[src/hdl/rucs_pkg.sv]
`default_nettype none
// ----------------------------------------------------------------------------
// rucs_pkg
// shared types and constants of the range unimodal check engine
// ----------------------------------------------------------------------------
package rucs_pkg;

  localparam int VAL_W = 30;
  localparam int IDX_W = 11;
  localparam int CNT_W = 10;
  localparam int EC_W  = 11;
  localparam logic [EC_W-1:0] EC_RESET = 11'd1;

  typedef enum logic [3:0] {
    S_CLR,
    S_IDLE,
    S_LD_WR,
    S_UP_RD,
    S_UP_WR,
    S_PK_RD,
    S_PK_AC,
    S_CT_SET,
    S_CT_RD,
    S_CT_AC
  } state_t;

endpackage

`default_nettype wire

[src/hdl/rucs_cfg.sv]
`default_nettype none
// ----------------------------------------------------------------------------
// rucs_cfg
// apb register block holding element_count
// ----------------------------------------------------------------------------
module rucs_cfg (
  input  wire logic                      clk,
  input  wire logic                      rst_n,
  input  wire logic                      psel,
  input  wire logic                      penable,
  input  wire logic                      pwrite,
  input  wire logic [1:0]                paddr,
  input  wire logic [31:0]               pwdata,
  output logic [31:0]                    prdata,
  output logic                           pready,
  output logic [rucs_pkg::EC_W-1:0]      elem_count
);
  import rucs_pkg::*;

  logic [EC_W-1:0] count_r;
  logic            wr_en;

  // single register: every word address decodes to it
  assign wr_en  = psel && penable && pwrite && (paddr == paddr);
  assign pready = 1'b1;
  assign prdata = {{(32-EC_W){1'b0}}, count_r};
  assign elem_count = count_r;

  always_ff @(posedge clk) begin
    if (!rst_n) begin
      count_r <= EC_RESET;
    end else if (wr_en) begin
      count_r <= pwdata[EC_W-1:0];
    end
  end

endmodule

`default_nettype wire

[config.mk]
export PLATFORM = sky130hd
export DESIGN_NAME = rucs_cfg
export DESIGN_NICKNAME = d
export VERILOG_FILES = /design/src/hdl/rucs_pkg.sv /design/src/hdl/rucs_cfg.sv
export SDC_FILE = /design/constraint.sdc
export NUM_CORES = 1
export LEC_CHECK = 0
export BUFFER_PORTS_ARGS = -buffer_cell sky130_fd_sc_hd__buf_2
export CAP_MARGIN = 20
export CORE_UTILIZATION = 35
export CTS_BUF_LIST = sky130_fd_sc_hd__clkbuf_4
export DETAILED_ROUTE_END_ITERATION = 10
export GPL_TIMING_DRIVEN = 0
export PLACE_DENSITY = 0.83
export SLEW_MARGIN = 20
export SYNTH_ARGS = -nofsm -noshare
export SYNTH_HDL_FRONTEND = slang
export SYNTH_SLANG_ARGS = --single-unit
[constraint.sdc]
create_clock -name clk -period 1.3 [get_ports clk]
set_clock_uncertainty 0.2 [all_clocks]
set_input_delay 0.195 -clock clk [delete_from_list [all_inputs] [get_ports clk]]
set_output_delay 0.195 -clock clk [all_outputs]
set_load 0.03 [all_outputs]
# Word-level counts from Yosys, hierarchy flattened

Cells that the tools add are included.
Widths: inputs -> output; s select.

Add/subtract/negate cells: 0
Multiply operators: 0
Divide/modulo/power cells: 0
$lt $le $gt $ge: 0
Equality and inequality tests: 0
Shift-type cells: 0
Mux-type cells: 0
Bitwise operators: 0
Reduce and logical (&&, ||, !) cells: 2

Operators with widths:

| cell              | number |
|---|---|
| $logic_and 1x1->1 | 2 |

Register bits: 11
Latch bits: 0
Memory bits (writable): 0
Bits in read-only memories: 0
Input bits: 39
Output and inout port bits: 44
Logic and storage cells: 3
Memories: 0

# Depth between registers and ports, before layout

Gate-level depths: netlist (run 1).

Depth in word-level cells: 2
Gate-level depth with buffers: 3
Mapped depth without buffers: 2

# Worst setup path after synthesis (run 1)

OpenSTA, ideal clock, no wires.

Path type: register to output
From: reg count_r[0], in the netlist elem_count[0]
To: out prdata[0]
Data arrival time: 718 ps
Setup slack: 187 ps
Stages on the path, launching flop included: 2
Path buffers: 1
Cells stage by stage: dfxtp_1 > buf_4

RTL lines:

| item                     | RTL line       | text |
|---|---|---|
| start: declaration       | rucs_cfg.sv:20 | `logic [EC_W-1:0] count_r;` |
| start signal: assignment | rucs_cfg.sv:33 | `count_r <= pwdata[EC_W-1:0];` |
| end: declaration         | rucs_cfg.sv:14 | `output logic [31:0] prdata,` |

No word-level cell between the ends.

# Worst setup path in the final report (run 1)

From: reg count_r[8], in the netlist elem_count[8]
To: out prdata[8]

No word-level cell between the ends.

==> flow_summary.toml, run 1 <==
[yosys]
synth_cell_type_count = 11
ys_seq_area_share_pct = 31.4
ys_ff_latch = 11
synth_warnings = 0
syn-cell-area_um2 = 701
syn-instance-count = 83
syn_avg_cell_area_um2 = 8.44

[sta]
max_freq_ghz = 0.786
hold_viol_final = 0
setup_viol = 0
fin_crit_sh_pct = 97.9
slew_violations = 0
period_needed_ns = 1.27
timing.setup.tns_ns = 0
rsz0062_at_grt = "true"
hold_ws_ns = 0.0311

[run]
max-cap-violations = 0

[floorplanning]
num_rows = 15
die_h_um = 46.7
dieArea_um2 = 2180
ioPinCount = 83
start_util_pct = 38.9
coreArea_um2 = 1800
die_width_um = 46.7

[clock_tree]
htreeDepth = 1
cts_root_buf = "clkbuf_4"
cts_tree = "done"
numCtsBuffers = 3
postCtsSetupBuffers = 0
clk_latency_ns = 0.26
cts_max_path_buffers = 2
cts.sinks = 11
clk_pin_slew_worst_paths_ns = 0.08

[worst_setup_path]
worstSetupStartpointType = "flop"
path_class = "flop to output pin"
cp-startpoint = "elem_count[8]"
crit_fanout = 3
critPathArrivalTime_ns = 0.88
cp.required_ns = 0.90
reg2reg_from = "elem_count[8]"
end_kind = "output pin"

[grt]
grt_start_max_net_pins = 11
grt_pass1_vias = 595
grt_remaining_overflow = 0
grt_pass1_wl_um = 2240
antenna_found_initial = 0
grt_util_all_layers_pct = 14.9

[placement]
place_area_um2 = 992
gp_congestion = 0.605
hpwl_um = 1120
placement.io_buffers = 37

[routing]
drtIter0Drc = 3
wl_um = 1700
avgViaCountPerCell = 3.70
drtPass1Iterations = 2
wl_per_cell_um = 9.41
antenna_left = 0
drc = 0
via_count = 669

[run_status]
status = "completed"

[power]
p_leak_uw = 0.000673
peakVddDrop_mv = 0.735
power.density_nw_per_um2 = 801

[final_layout]
fin_area_um2 = 1190
diodes = 0
largest_reg_flops = 11
drive_gt1_share_pct = 56.4
nets = 196
syn2layout_area_growth_pct = 69.5

[hold_path]
hp-start = "penable"
min_path_type = "input port to flop"
-- cell usage after synthesis, drive strengths merged --
| library cell | number | area share, % |
|---|---|---|
| buf | 36 | 38 |
| nand2 | 20 | 11 |
| dfxtp | 11 | 31 |
| mux2i | 10 | 14 |
| conb | 2 | 1.1 |
| and3 | 1 | 1.6 |
| inv | 1 | 0.54 |
| nand4 | 1 | 0.89 |
| o211ai | 1 | 1.1 |
-- critical path, stage by stage (launching register included) --
cell     delay, ns
dfxtp_1       0.33
buf_4         0.13
buf_4         0.16
-- kinds of logic after synthesis --
family | count (synthesis) | share of synthesized area (%)
flops | 11 | 31.4
mux | 10 | 14.3
simple gates | 22 | 13.2
compound gates | 1 | 1.07
other cells | 2 | 1.07
buf+inv | 37 | 38.9
-- power by group --
group          internal, µW  total [µW]  switching, µW
clock                   139         257            118
sequential              351         360           9.07
combinational           141         334            192
-- per-stage QoR --
stage | util, % | power, µW | cells | setup WS (ns)
after detailed placement | 55.1 | 657 | 165 | 0.157
after floorplan | - | 603 | 103 | 0.187
final | 65.9 | 951 | 181 | 0.0272
after global placement | 55.1 | 653 | 165 | 0.207
after CTS | 64.7 | 946 | 181 | 0.000324
after global routing | 65.9 | 1000 | 181 | -0.0144
-- per-layer routing --
metal | GRT usage [%] | share of wire (%)
met1 | 14.4 | 39
met2 | 29.7 | 54
met3 | 6.15 | 6.9
met4 | 1.71 | 0
met5 | 0 | 0
-- final cells by class --
type	count	area (µm²)
tap	25	31.3
sequential	11	233
inverter	1	3.75
fill	154	614
multi-input combinational	55	283
timing repair buffer	49	333
buffer	36	274
clock buffer	4	30.0
-- placed cells by master, fill, tap and decap left out, drive strengths merged --
master and count:
and3 1, buf 71, clkbuf 6, conb 22, dfxtp 11, dlygate4sd3 12, inv 1, mux2i 10
nand2 20, nand4 1, o211ai 1
-- what timing repair did --
item                                    CTS  global route
resized for setup                         9            16
hold buffers                             12             0
endpoints found under the setup margin    9            17
hold endpoints to repair                 11             0
-- path summary, 6_finish.rpt --
check                                endpoint  slack [ns]  depth (start not counted)
worst max-delay path                prdata[8]        0.03                          2
worst min-delay path            elem_count[0]        0.03                          3
worst max register to register  elem_count[8]        0.48                          2
worst min register to register  elem_count[4]        0.27                          2
No activity file was read; power rests on OpenSTA's default activity.
==> inputs of run 2 (changes only) <==
--- a/config.mk
+++ b/config.mk
@@ -9,6 +9,7 @@
 export CAP_MARGIN = 20
 export CORE_UTILIZATION = 35
 export CTS_BUF_LIST = sky130_fd_sc_hd__clkbuf_4
+export CTS_CLUSTER_SIZE = 25
 export DETAILED_ROUTE_END_ITERATION = 10
 export GPL_TIMING_DRIVEN = 0
 export PLACE_DENSITY = 0.83
==> constraint.sdc (replaced) <==
create_clock -name clk -period 1.6 [get_ports clk]
set_clock_uncertainty 0.2 [all_clocks]
set_input_delay 0.24 -clock clk [delete_from_list [all_inputs] [get_ports clk]]
set_output_delay 0.24 -clock clk [all_outputs]
set_load 0.03 [all_outputs]
==> flow_summary.toml, run 2 (same netlist as run 1, synthesis figures left out) <==
[sta]
setup_viol = 0
hold_ws_ns = 0.0164
max_freq_ghz = 0.735
period_needed_ns = 1.36
slew_violations = 0
timing.setup.tns_ns = 0
hold_viol_final = 0
setup_ws_ns = 0.239
rsz0062_at_grt = "false"
fin_crit_sh_pct = 85.1

[floorplanning]
die_h_um = 46.7
dieArea_um2 = 2180
num_rows = 15
start_util_pct = 38.9
die_width_um = 46.7
coreArea_um2 = 1800
ioPinCount = 83

[clock_tree]
cts.sinks = 11
htreeDepth = 1
postCtsSetupBuffers = 0
cts_tree = "done"
numCtsBuffers = 3
clk_pin_slew_worst_paths_ns = 0.08
cts_resized = 0
cts_hold_buffers = 0
clk_latency_ns = 0.26
cts_max_path_buffers = 2
cts_root_buf = "clkbuf_4"

[run]
max-cap-violations = 0

[placement]
dp_slack_ns = 0.412
placement.io_buffers = 37
gp_congestion = 0.605
hpwl_um = 1120

[worst_setup_path]
critPathMaxStageDelay_ns = 0.36
worstSetupStartpointType = "flop"
crit_slowest_cell = "dfxtp_1"
critPathArrivalTime_ns = 0.92
path_delay_family = "flip-flops"
cp.buffers_inverters = 2
end_kind = "output pin"
crit_fanout = 3
crit_chain = "buf_4 > buf_2"
cp.required_ns = 1.16
path_class = "flop to output pin"

[power]
p_leak_uw = 0.000617
power.density_nw_per_um2 = 718
peakVddDrop_mv = 0.607

[grt]
grt_remaining_overflow = 0
grt_pass1_vias = 475
grt_pass1_wl_um = 1790
antenna_found_initial = 0
grt_start_max_net_pins = 11
grt_util_all_layers_pct = 11.9

[run_status]
status = "completed"

[hold_path]
min_path_type = "input port to flop"

[final_layout]
final_util_pct = 56.7
nets = 184
syn2layout_area_growth_pct = 45.9
diodes = 0
drive_gt1_share_pct = 54.2
largest_reg_flops = 11
layout_common_cells = "39 x buf_2, 33 x buf_4, 22 x conb_1"
final_common_cell = "buf_2"

[routing]
wl_um = 1380
avgViaCountPerCell = 3.69
via_count = 623
wl_per_cell_um = 8.15
drtIter0Drc = 8
antenna_left = 0
drc = 0
drtPass1Iterations = 4
run 2: cell count changes in the layout (fill, tap and decap cells not counted), sizes merged:
cell	previous run	this run
buf	71	73
dlygate4sd3	12	0
clkbuf	6	4
run 2: worst paths after layout:
check / from / to / slack [ns] / cells after the start
worst min register to register: elem_count[4] / elem_count[4] / 0.27 / 2
worst min-delay path: pwdata[6] / elem_count[6] / 0.02 / 3
worst max register to register: elem_count[0] / elem_count[0] / 0.78 / 2
worst max-delay path: elem_count[1] / prdata[1] / 0.24 / 2
run 2: worst register-to-register path, delay by kind of cell, from the launching register on:
family	cells	cell delay [ns]
compound gates	1	0.16
flops	1	0.35
buf+inv	1	0.05
run 2: power by group:
| part | total [µW] | internal (µW) | switching (µW) | leakage (µW) |
|---|---|---|---|---|
| clock network | 204 | 113 | 91.1 | 0.0000184 |
| logic | 238 | 88.9 | 149 | 0.000509 |
| registers | 291 | 284 | 7.18 | 0.0000895 |
| total | 734 | 486 | 248 | 0.000617 |
run 2: layout make-up:
cell class                      count  area (µm²)
Buffer                             36         269
Sequential cell                    11         220
Fill cell                         183         779
Tap cell                           25        31.3
Multi-Input combinational cell     55         283
Clock buffer                        4        30.0
Timing Repair Buffer               37         185
Inverter                            1        3.75
run 2: routing by layer:
layer  track usage (%)  part of all wire, %
met1              13.0                   42
met5                 0                    0
met3              5.77                  8.3
met2              21.4                   50
met4              1.71                    0
run 2: metrics by stage:
step                      instance area (µm²)  instances  power [µW]
after floorplan                           776        103         490
after global placement                    992        165         530
after detailed placement                  992        165         534
after CTS                                1020        169         741
after global routing                     1020        169         772
final                                    1020        169         734
